<file path="src/sv/tpdm_pkg.sv">
// Shared types and constants for the tach period and duty meter.
// No dependencies; imported by the top level.
package tpdm_pkg;

	localparam int CFG_COUNTER_BITS = 16;

	localparam int LIMIT_W   = 16;
	localparam int RATE_W    = 24;
	localparam int DUTY_W    = 17;
	localparam int CFG_IDX_W = 1;
	localparam int CFG_DATA_W = 24;

	localparam logic [LIMIT_W-1:0] OVERFLOW_LIMIT_RESET = 16'hFFFF;
	localparam logic [RATE_W-1:0]  TICK_RATE_RESET     = 24'd100000;
	localparam logic [DUTY_W-1:0]  DUTY_FULL           = 17'd65536;

	// configuration register indexes
	localparam logic [CFG_IDX_W-1:0] REG_OVERFLOW_LIMIT = 1'b0;
	localparam logic [CFG_IDX_W-1:0] REG_TICK_RATE      = 1'b1;

	// input function codes
	localparam logic FUNC_TICK  = 1'b0;
	localparam logic FUNC_REARM = 1'b1;

	// measurement phase codes; the unused code behaves as waiting for a rising edge
	localparam logic [1:0] PH_WAIT_RISE = 2'd1;
	localparam logic [1:0] PH_WAIT_FALL = 2'd2;
	localparam logic [1:0] PH_WAIT_END  = 2'd3;

	typedef struct packed {
		logic func;
		logic level;
	} tpdm_in_t;

	typedef struct packed {
		logic [RATE_W-1:0] freq_hz;
		logic [DUTY_W-1:0] duty_frac;
		logic              done_res;
	} tpdm_out_t;

endpackage

</file>
<file path="src/sv/tpdm_div.sv">
// Restoring unsigned divider, one quotient bit per cycle.
// Standalone; instantiated by the tach period and duty meter top level.
module tpdm_div #(
	parameter int NUM_W = 33,
	parameter int DEN_W = 17
) (
	input  logic             clk,
	input  logic             arst_n,
	input  logic             start,
	input  logic [NUM_W-1:0] num,
	input  logic [DEN_W-1:0] den,
	output logic             busy,
	output logic             done,
	output logic [NUM_W-1:0] quot
);

	localparam int CNT_W = $clog2(NUM_W);

	logic [NUM_W-1:0] num_q;
	logic [DEN_W-1:0] den_q;
	logic [DEN_W-1:0] rem_q;
	logic [CNT_W-1:0] cnt_q;
	logic             busy_q;
	logic             done_q;

	logic [DEN_W:0] shifted;
	logic [DEN_W:0] diff;
	logic           fits;

	assign shifted = {rem_q, num_q[NUM_W-1]};
	assign diff    = shifted - {1'b0, den_q};
	assign fits    = ~diff[DEN_W];

	always_ff @(posedge clk or negedge arst_n) begin
		if (!arst_n) begin
			busy_q <= 1'b0;
			done_q <= 1'b0;
			cnt_q  <= '0;
		end else begin
			done_q <= 1'b0;
			if (start && !busy_q) begin
				busy_q <= 1'b1;
				cnt_q  <= '0;
			end else if (busy_q) begin
				if (cnt_q == CNT_W'(NUM_W - 1)) begin
					busy_q <= 1'b0;
					done_q <= 1'b1;
				end
				cnt_q <= cnt_q + CNT_W'(1);
			end
		end
	end

	// quotient bits shift in behind the numerator bits
	always_ff @(posedge clk) begin
		if (start && !busy_q) begin
			num_q <= num;
			den_q <= den;
			rem_q <= '0;
		end else if (busy_q) begin
			rem_q <= fits ? diff[DEN_W-1:0] : shifted[DEN_W-1:0];
			num_q <= {num_q[NUM_W-2:0], fits};
		end
	end

	assign busy = busy_q;
	assign done = done_q;
	assign quot = num_q;

endmodule

</file>
<file path="src/sv/tach_period_duty_meter_unit.sv">
// Tach period and duty meter: edge sequencer with a shared serial divider.
// A plain tick or rearm item goes from S_IDLE to S_OUT, then into the output register once it is free.
// A tick that completes a measurement first passes S_DIVF and S_DIVD, two passes of the
// one-bit-per-cycle divider: frequency, then duty.
// One item at a time; a new item is taken once the previous result is in the output register.
// Reset (arst_n low) clears the phase, counters, results and output valid at once.
module tach_period_duty_meter_unit
	import tpdm_pkg::*;
#(
	parameter int COUNTER_BITS = CFG_COUNTER_BITS
) (
	input  logic                 clk,
	input  logic                 arst_n,
	input  logic                 in_valid,
	output logic                 in_ready,
	input  tpdm_in_t             in_data,
	output logic                 out_valid,
	input  logic                 out_ready,
	output tpdm_out_t            out_data,
	input  logic                 cfg_we,
	input  logic [CFG_IDX_W-1:0] cfg_index,
	input  logic [CFG_DATA_W-1:0] cfg_data
);

	localparam int CB    = COUNTER_BITS;
	localparam int NUM_W = COUNTER_BITS + 17;
	localparam int DEN_W = COUNTER_BITS + 1;
	localparam int CMP_W = (COUNTER_BITS + 1 > LIMIT_W + 1) ? COUNTER_BITS + 1 : LIMIT_W + 1;

	typedef enum logic [3:0] {
		S_IDLE = 4'b0001,
		S_DIVF = 4'b0010,
		S_DIVD = 4'b0100,
		S_OUT  = 4'b1000
	} state_t;

	state_t             state_q;
	logic [LIMIT_W-1:0] limit_q;
	logic [RATE_W-1:0]  rate_q;
	logic [1:0]         phase_q;
	logic [CB-1:0]      tick_q;
	logic [CB-1:0]      high_q;
	logic               prev_q;
	logic               done_q;
	logic [RATE_W-1:0]  freq_q;
	logic [DUTY_W-1:0]  duty_q;
	logic [DEN_W-1:0]   den_q;
	tpdm_out_t          out_q;
	logic               out_valid_q;

	// next-tick values
	logic               accept;
	logic               rising;
	logic               falling;
	logic               cleared;
	logic               finish;
	logic               timeout;
	logic [DEN_W-1:0]   next_cnt;
	logic [1:0]         phase_n;
	logic [CB-1:0]      tick_n;
	logic [CB-1:0]      high_n;

	// divider hookup
	logic               div_start;
	logic [NUM_W-1:0]   div_num;
	logic [DEN_W-1:0]   div_den;
	logic               div_busy;
	logic               div_done;
	logic [NUM_W-1:0]   div_quot;
	logic [NUM_W-1:0]   duty_num;

	assign accept   = in_valid && in_ready;
	assign in_ready = (state_q == S_IDLE);

	// Handle edges against the previous level first, then advance the counter
	// unless the first rising edge has just zeroed it.
	always_comb begin
		rising   = in_data.level && !prev_q;
		falling  = !in_data.level && prev_q;
		cleared  = 1'b0;
		finish   = 1'b0;
		phase_n  = phase_q;
		high_n   = high_q;
		tick_n   = tick_q;
		next_cnt = {1'b0, tick_q} + DEN_W'(1);
		if (!done_q) begin
			case (phase_q)
				PH_WAIT_FALL: begin
					if (falling) begin
						high_n  = tick_q;
						phase_n = PH_WAIT_END;
					end
				end
				PH_WAIT_END: begin
					if (rising) begin
						phase_n = PH_WAIT_RISE;
						finish  = 1'b1;
					end
				end
				default: begin
					if (rising) begin
						phase_n = PH_WAIT_FALL;
						tick_n  = '0;
						cleared = 1'b1;
					end
				end
			endcase
		end
		timeout = !cleared &&
			((CMP_W'(next_cnt) >= CMP_W'(limit_q)) || next_cnt[CB]);
		if (!cleared) begin
			tick_n = timeout ? '0 : next_cnt[CB-1:0];
		end
		if (timeout) begin
			phase_n = PH_WAIT_RISE;
		end
	end

	// Frequency pass starts straight from the accepting cycle; duty pass follows it.
	assign duty_num  = {({1'b0, high_q} + DEN_W'(1)), 16'b0};
	assign div_start = (accept && in_data.func == FUNC_TICK && finish && !timeout) ||
		(state_q == S_DIVF && div_done);
	assign div_num   = (state_q == S_DIVF) ? duty_num : NUM_W'(rate_q);
	assign div_den   = (state_q == S_IDLE) ? next_cnt : den_q;

	tpdm_div #(
		.NUM_W (NUM_W),
		.DEN_W (DEN_W)
	) u_div (
		.clk    (clk),
		.arst_n (arst_n),
		.start  (div_start),
		.num    (div_num),
		.den    (div_den),
		.busy   (div_busy),
		.done   (div_done),
		.quot   (div_quot)
	);

	// configuration registers: the user must write them only while idle; the block does not enforce it
	always_ff @(posedge clk or negedge arst_n) begin
		if (!arst_n) begin
			limit_q <= OVERFLOW_LIMIT_RESET;
			rate_q  <= TICK_RATE_RESET;
		end else if (cfg_we) begin
			case (cfg_index)
				REG_OVERFLOW_LIMIT: limit_q <= cfg_data[LIMIT_W-1:0];
				REG_TICK_RATE:      rate_q  <= cfg_data[RATE_W-1:0];
				default: ;
			endcase
		end
	end

	// sequencer and measurement state
	always_ff @(posedge clk or negedge arst_n) begin
		if (!arst_n) begin
			state_q     <= S_IDLE;
			phase_q     <= PH_WAIT_RISE;
			tick_q      <= '0;
			high_q      <= '0;
			prev_q      <= 1'b0;
			done_q      <= 1'b0;
			freq_q      <= '0;
			duty_q      <= '0;
			out_valid_q <= 1'b0;
		end else begin
			if (out_valid_q && out_ready) begin
				out_valid_q <= 1'b0;
			end
			case (state_q)
				S_IDLE: begin
					if (accept) begin
						if (in_data.func == FUNC_REARM) begin
							// rearm: clear done only
							done_q  <= 1'b0;
							state_q <= S_OUT;
						end else begin
							phase_q <= phase_n;
							tick_q  <= tick_n;
							high_q  <= high_n;
							prev_q  <= in_data.level;
							if (timeout) begin
								// timeout wins over a completion on the same tick
								freq_q  <= '0;
								duty_q  <= '0;
								done_q  <= 1'b1;
								state_q <= S_OUT;
							end else if (finish) begin
								done_q  <= 1'b1;
								state_q <= S_DIVF;
							end else begin
								state_q <= S_OUT;
							end
						end
					end
				end
				S_DIVF: begin
					if (div_done) begin
						freq_q  <= div_quot[RATE_W-1:0];
						state_q <= S_DIVD;
					end
				end
				S_DIVD: begin
					if (div_done) begin
						// saturate duty at one
						duty_q  <= (div_quot > NUM_W'(DUTY_FULL)) ?
							DUTY_FULL : div_quot[DUTY_W-1:0];
						state_q <= S_OUT;
					end
				end
				S_OUT: begin
					// hold until the output register is free or being drained
					if (!out_valid_q || out_ready) begin
						out_valid_q <= 1'b1;
						state_q     <= S_IDLE;
					end
				end
				default: begin
					state_q <= S_IDLE;
				end
			endcase
		end
	end

	// period plus one, kept for the duty pass
	always_ff @(posedge clk) begin
		if (accept) begin
			den_q <= next_cnt;
		end
	end

	always_ff @(posedge clk) begin
		if (state_q == S_OUT && (!out_valid_q || out_ready)) begin
			out_q.freq_hz   <= freq_q;
			out_q.duty_frac <= duty_q;
			out_q.done_res  <= done_q;
		end
	end

	assign out_valid = out_valid_q;
	assign out_data  = out_q;

`ifndef NO_ASSERTIONS
	a_div_done_in_div: assert property (@(posedge clk) disable iff (!arst_n)
		div_done |-> (state_q == S_DIVF || state_q == S_DIVD))
		else $error("divider finished outside a division state");

	a_div_idle_on_start: assert property (@(posedge clk) disable iff (!arst_n)
		div_start |-> !div_busy)
		else $error("divider started while busy");

	a_duty_range: assert property (@(posedge clk) disable iff (!arst_n)
		duty_q <= DUTY_FULL)
		else $error("duty result above full scale");

	a_one_item: assert property (@(posedge clk) disable iff (!arst_n)
		accept |=> !in_ready)
		else $error("second item taken before the result was stored");

	a_done_after_div: assert property (@(posedge clk) disable iff (!arst_n)
		(state_q == S_DIVD && div_done) |=> done_q)
		else $error("done flag clear after a completed measurement");
`endif

endmodule
</file>
<file path="config.mk">
export PLATFORM = sky130hd
export DESIGN_NAME = tach_period_duty_meter_unit
export DESIGN_NICKNAME = d
export VERILOG_FILES = /design/src/sv/tpdm_pkg.sv /design/src/sv/tpdm_div.sv /design/src/sv/tach_period_duty_meter_unit.sv
export SDC_FILE = /design/constraint.sdc
export NUM_CORES = 1
export LEC_CHECK = 0
export BUFFER_PORTS_ARGS = -buffer_cell sky130_fd_sc_hd__clkbuf_2
export CORE_MARGIN = 4
export CORE_UTILIZATION = 52
export DETAILED_ROUTE_END_ITERATION = 8
export PLACE_DENSITY = 0.77
export SETUP_SLACK_MARGIN = 0.15
export SLEW_MARGIN = 15
export SYNTH_ARGS = -nofsm -noshare
export SYNTH_HDL_FRONTEND = slang
export SYNTH_SLANG_ARGS = --single-unit
</file>
<file path="constraint.sdc">
create_clock -name clk -period 4.68 [get_ports clk]
set_input_delay 0.234 -clock clk [delete_from_list [all_inputs] [get_ports clk]]
set_output_delay 0.234 -clock clk [all_outputs]
set_load 0.05 [all_outputs]
</file>
==> run summary, run 1 <==
# rows: 55
Final net count: 1212
Most frequent CP cell: nand3_1
Slowest-stage cell, CP: dfrtp_1
CTS clk-pin slew, worst paths: 0.06 ns
Net Count, Synth: 1101
First-pass iteration count of the detailed router: 5
1st-iter DRT viols: 751
Seq/Total Area, Yosys: 58.0%
Least-Margin Pin Slew: 1.18 ns
Total grt overflow: 0
Final period util: 89.2%
Req. time, crit path: 4.96 ns
CP Capture Type: register
DR WL/cell: 18.4 um
EDFF count, synth: 109
CTS root buf: clkbuf_16
Yosys warning count: 0
Async SR Flop Fraction: 50.8%
Setup CP Type: reg -> reg
Worst-case clock buffer depth: 3
Endpoints failing hold: 0
Layout overhead on the synthesized area: 17.0%
Avg Synthesized Cell Area: 11.5 um2
Final hold slack: 0.0686 ns
Final setup fails: 0
Routed vias: 8226
Global placement routability congestion: 0.876
Synth unique cells: 65
Worst vdd ir: 0.217 mV
Post-DP HPWL: 18.2 mm
Die ar.: 0.0253 mm2
HP Class: in -> reg
Max-Cap Viols: 0
TritonCTS clock tree: done
Die width: 159 um
Layout cells sized above 1: 21.6%
Multi-input gate area: 0.00457 mm2
CP bufs+invs: 2
Max_slew headroom: 20.9%
Setup_tns: 0 ns
Number of global-route vias before repair: 8205
Delay of the slowest critical-path stage: 0.46 ns
RSZ-0062 raised after global routing: false
Clk sinks: 256
Worst Skew: 0.00927 ns
Clock latency on the worst-skew pair: 0.53 ns
Power Dens Cells: 351 mW/mm2
Global-route wire length before repair: 43.5 mm
Synth Flop Type: edfxtp_1
Crit start category: register
Post-CTS setup buffer count: 0
Worst-path maximum fanout: 17
Residual DRC: 0
Highest clock rate: 0.239 GHz
WL final: 26.7 mm
Status: completed
Synth Cell Area: 0.0119 mm2
Total power: 4890 uW
Leak Pwr: 0.00597 uW
DR vias/cell: 5.68
TritonCTS Buffers: 28
Initial Util: 52.7%
Filler instances: 1726
# H-tree levels: 1
Die height: 159 um
Pins Over Slew Limit: 0
Worst EP arrival: 4.46 ns
Cell chain of the critical path: nand3_1 > nor2_2 > and3_1 > and2_1 > nand4_1 > xor2_1 > inv_1 > ha_1 > nand3_1 > nor2_1 > o41ai_2 > o211ai_1 > or2_1 > a21oi_4 > buf_12 > mux2_2
Mapped Cells: 1031
Yosys reg bits: 256
Storage cell area: 0.00690 mm2
Core region area: 0.0226 mm2
Antenna fix cells: 0
Port Buffers: 75
I/O Pins: 76
Initial antenna violation count: 0
CP delay by family, top: simple AND/OR/NAND/NOR gates
Final antenna-violating net count: 0
Pin count of the biggest net entering global routing: 50
Total GRT Usage: 20.7%
Fin crit period: 4.18 ns
-- what timing repair did --
| item | in CTS | in global routing |
|---|---|---|
| hold endpoints to repair | 70 | 0 |
| resized for setup | 0 | 5 |
| hold buffers | 28 | 0 |
| endpoints found under the setup margin | 0 | 17 |
-- cell type report --
type | count | share of cell area, %
clock buffers | 34 | 5.35
clock inverters | 18 | 1.59
repair buffers | 119 | 5.90
multi-input cells | 655 | 32.8
flip-flops and latches | 256 | 49.6
inverters | 82 | 2.21
well taps | 285 | 2.56
-- tightest hold or removal path, delay by kind of cell --
family,cells,cell delay (ns)
simple gates,2,0.25
buf+inv,1,0.11
-- sequential cells by signal, summed over array words and instances (netlist names) --
signal	flops
out_data	42
u_div.quot	33
freq_q	24
rate_q	24
den_q	17
duty_q	17
u_div.den_q	17
u_div.rem_q	17
high_q	16
limit_q	16
tick_q	16
u_div.cnt_q	6
state_q	4
phase_q	2
done_q	1
out_valid	1
prev_q	1
u_div.busy	1
u_div.done	1
-- power breakdown --
part,internal [uW],switching [uW]
Clock,1410,883
Sequential,2390,23.7
Combinational,82.3,98.0
Total,3880,1000
-- layer usage --
layer  vias up  part of all wire, %  GRT usage [%]  wire length (um)
met4         0                  2.3           5.80               616
met3        46                  5.1           2.85              1370
met5         -                    0              0                 0
met2       237                   48           33.5             12700
li1       3907                    -              -                 -
met1      4036                   45           29.7             12000
-- worst paths after layout --
kind	start	to	slack, ns	cells past startpoint
worst min register to register	duty_q[9]	out_data[10]	0.45	0
min in group asynchronous	arst_n	freq_q[8]	0.25	2
worst max-delay path	tick_q[2]	u_div.quot[20]	0.50	16
worst min-delay path	in_valid	state_q[0]	0.07	3
worst max register to register	tick_q[2]	u_div.quot[20]	0.50	16
max in group asynchronous	arst_n	tick_q[0]	3.36	3
-- metrics by stage --
| stage | cell area, um2 | setup WS (ns) | instances | utilization (%) |
|---|---|---|---|---|
| after floorplan | 11900 | 0.635 | 1031 | - |
| after global routing | 13900 | 0.234 | 1449 | 61.6 |
| after CTS | 13900 | 0.185 | 1448 | 61.4 |
| after global placement | 12600 | 0.570 | 1368 | 55.9 |
| final | 13900 | 0.503 | 1449 | 61.6 |
| after detailed placement | 12600 | 0.274 | 1368 | 55.9 |
-- cells in the mapped netlist (19+ instances only) --
| cell | instances | share of area, % |
|---|---|---|
| nand2_1 | 134 | 4.2 |
| mux2_2 | 59 | 5.6 |
| ha_1 | 37 | 3.9 |
| inv_1 | 82 | 2.6 |
| dfstp_2 | 24 | 5.3 |
| xnor2_1 | 19 | 1.4 |
| o31ai_1 | 22 | 1.4 |
| o21ai_0 | 70 | 2.9 |
| nor2_1 | 39 | 1.2 |
| xor2_1 | 22 | 1.6 |
| clkbuf_1 | 24 | 0.76 |
| dfrtp_1 | 106 | 22 |
| a21oi_1 | 41 | 1.7 |
| edfxtp_1 | 109 | 28 |
-- cells by family after synthesis --
kind of cell    Yosys count  synth area share [%]
simple gates            288                  11.7
flops                   256                  58.0
compound gates          202                  10.8
buf+inv                 120                  4.04
mux                      86                  8.28
xor+xnor                 41                  3.02
fa+ha+maj                38                  4.06
-- placed cells by master, fill, tap and decap left out, types with 6 or more instances in the layout --
cell type      instances
nand2_1              134
edfxtp_1             109
dfrtp_1              105
inv_1                 82
clkbuf_2              74
o21ai_0               70
mux2_2                59
nor2_1                38
a21oi_1               38
ha_1                  37
clkbuf_16             30
dlygate4sd3_1         28
dfstp_2               24
o31ai_1               22
xor2_1                20
xnor2_1               19
mux2i_1               17
dfxtp_1               17
nand3_1               16
nor3_1                16
buf_4                 14
and3_1                13
a22o_1                12
nor4_1                11
o211ai_1              10
o21a_1                10
mux2_4                10
clkinv_2               9
nand4_1                8
nor2b_1                7
o221ai_1               7
nand2b_1               6
a221o_1                6
Note: power is estimated with default switching activity, not from simulation.
==> inputs of run 2 (changes only) <==
--- a/config.mk
+++ b/config.mk
@@ -6,7 +6,7 @@
 export NUM_CORES = 1
 export LEC_CHECK = 0
 export BUFFER_PORTS_ARGS = -buffer_cell sky130_fd_sc_hd__clkbuf_2
-export CORE_MARGIN = 4
+export CORE_MARGIN = 2
 export CORE_UTILIZATION = 52
 export DETAILED_ROUTE_END_ITERATION = 8
 export PLACE_DENSITY = 0.77
==> run summary, run 2 (same netlist as run 1, synthesis figures left out) <==
Placed Cells: 1369
Post-route cell area: 0.0138 mm2
P_sw: 987 uW
Final setup fails: 0
Cell chain of the critical path: ha_1 > nand3_1 > nor3_1 > buf_4 > and3_1 > xor2_1 > ha_1 > nand3_1 > nor2_1 > o41ai_1 > o211ai_1 > or2_1 > a21oi_4 > buf_12 > mux2_2
Total GRT Usage: 21.9%
I/O Pins: 76
Hold path start: in_valid
Switching part of the total: 21.1%
Leak Pwr: 0.00593 uW
Final worst slack: 0.480 ns
Filler instances: 1721
# H-tree levels: 1
CP bufs+invs: 2
Worst Skew: 0.0121 ns
Worst-case clock buffer depth: 3
Status: completed
Port Buffers: 75
Pins Over Slew Limit: 0
Initial Util: 52.7%
Total power: 4670 uW
Worst vdd ir: 0.327 mV
Global placement routability congestion: 0.892
Most frequent cells in the layout: nand2_1 (133), edfxtp_1 (109), dfrtp_1 (105)
CTS clk-pin slew, worst paths: 0.06 ns
Post-DP HPWL: 17.9 mm
Seq pwr share: 51.7%
# rows: 55
Global-route wire length before repair: 42.5 mm
Worst EP arrival: 4.48 ns
Final net count: 1212
DR WL/cell: 18.1 um
Endpoints failing hold: 0
TritonCTS Buffers: 27
Clk sinks: 256
Final period util: 89.7%
Layout overhead on the synthesized area: 16.1%
Crit start category: register
Max_slew headroom: 28.9%
First-pass iteration count of the detailed router: 5
HP Class: in -> reg
Hold depth: 3
Post-route insts no fill: 1448
Post-CTS setup buffer count: 0
Die ar.: 0.0241 mm2
Max-Cap Viols: 0
R2R setup slack: 0.48 ns
TritonCTS clock tree: done
Die height: 155 um
Residual DRC: 0
Final antenna-violating net count: 0
Antenna fix cells: 0
Pin count of the biggest net entering global routing: 67
Clock latency on the worst-skew pair: 0.53 ns
WL final: 26.3 mm
Hold endpoint: state_q[0]
Fin crit period: 4.20 ns
Initial antenna violation count: 0
Total grt overflow: 0
Setup CP Type: reg -> reg
Delay of the slowest critical-path stage: 0.43 ns
Post-DP Area: 0.0126 mm2
Routed vias: 8365
Worst slack at placement: 0.394 ns
Die width: 155 um
Core region area: 0.0226 mm2
Layout cells sized above 1: 21.3%
Internal power: 3690 uW
CTS root buf: clkbuf_16
R2r worst-path depth: 15
Number of global-route vias before repair: 8263
CP delay by family, top: simple AND/OR/NAND/NOR gates
Highest clock rate: 0.238 GHz
Setup_tns: 0 ns
CP Capture Type: register
DR vias/cell: 5.78
Power Dens Cells: 339 mW/mm2
Req. time, crit path: 4.96 ns
FF-to-FF End: u_div.quot[19]
1st-iter DRT viols: 601
Gate power share: 3.8%
Clock share of power: 44.5%
Least-Margin Pin Slew: 1.06 ns
Most common cell after layout, fill and taps aside: nand2_1
Worst-path maximum fanout: 17
Largest register FFs: 42
Slowest-stage cell, CP: dfrtp_2
RSZ-0062 raised after global routing: false
R2R Path Start: tick_q[0]
-- run 2: what timing repair did --
item	CTS	global route
hold buffers	28	0
endpoints found under the hold margin	68	0
setup endpoints to repair	0	40
gates resized for setup	0	2
-- run 2: final cells by class --
type | count | area [um2] | area share, %
Multi-Input combinational cell | 655 | 4540 | 32.9
Clock inverter | 12 | 93.8 | 0.680
Tap cell | 285 | 357 | 2.58
Timing Repair Buffer | 120 | 828 | 6.00
Sequential cell | 256 | 6900 | 50.0
Inverter | 82 | 308 | 2.23
Clock buffer | 38 | 777 | 5.63
-- run 2: per-layer routing --
layer / wire length, um / share of wire, % / GRT usage [%]
met5: 0 / 0 / 0
met4: 807 / 3.1 / 7.03
met3: 1310 / 5.0 / 2.26
met2: 12300 / 47 / 35.3
met1: 11800 / 45 / 31.5
-- run 2: power groups by stage --
stage	Combinational (uW)	Clock (uW)	Sequential, uW
4_1_cts	178	2100	2420
3_5_place_dp	157	0	2460
3_3_place_gp	153	0	2460
6_report	178	2080	2420
2_1_floorplan	91.1	0	2450
5_1_grt	199	2190	2420
-- run 2: worst max-delay path by stage --
stage	slack, ns	endpoint	startpoint	cells past startpoint
2_1_floorplan	0.64	u_div.quot[0]	tick_q[0]	13
3_3_place_gp	0.51	freq_q[18]	tick_q[0]	14
3_5_place_dp	0.39	freq_q[6]	tick_q[0]	15
4_1_cts	0.32	freq_q[6]	tick_q[0]	15
5_1_grt	0.15	u_div.quot[21]	tick_q[0]	15
6_report	0.48	u_div.quot[19]	tick_q[0]	15
-- run 2: worst reg2reg max path, stage by stage, from the launching register on --
cell and delay (ns):
dfrtp_2 0.43, ha_1 0.20, nand3_1 0.14, nor3_1 0.25, buf_4 0.18, and3_1 0.25
xor2_1 0.28, ha_1 0.30, nand3_1 0.11, nor2_1 0.06, o41ai_1 0.32, o211ai_1 0.22
or2_1 0.32, a21oi_4 0.28, buf_12 0.23, mux2_2 0.36
-- run 2: stage by stage --
step | utilization [%] | hold slack [ns]
after floorplan | - | -0.0616
after global placement | 55.9 | 0.164
after detailed placement | 55.9 | 0.169
after CTS | 61.0 | 0.0541
after global routing | 61.2 | 0.0771
final | 61.2 | 0.0635
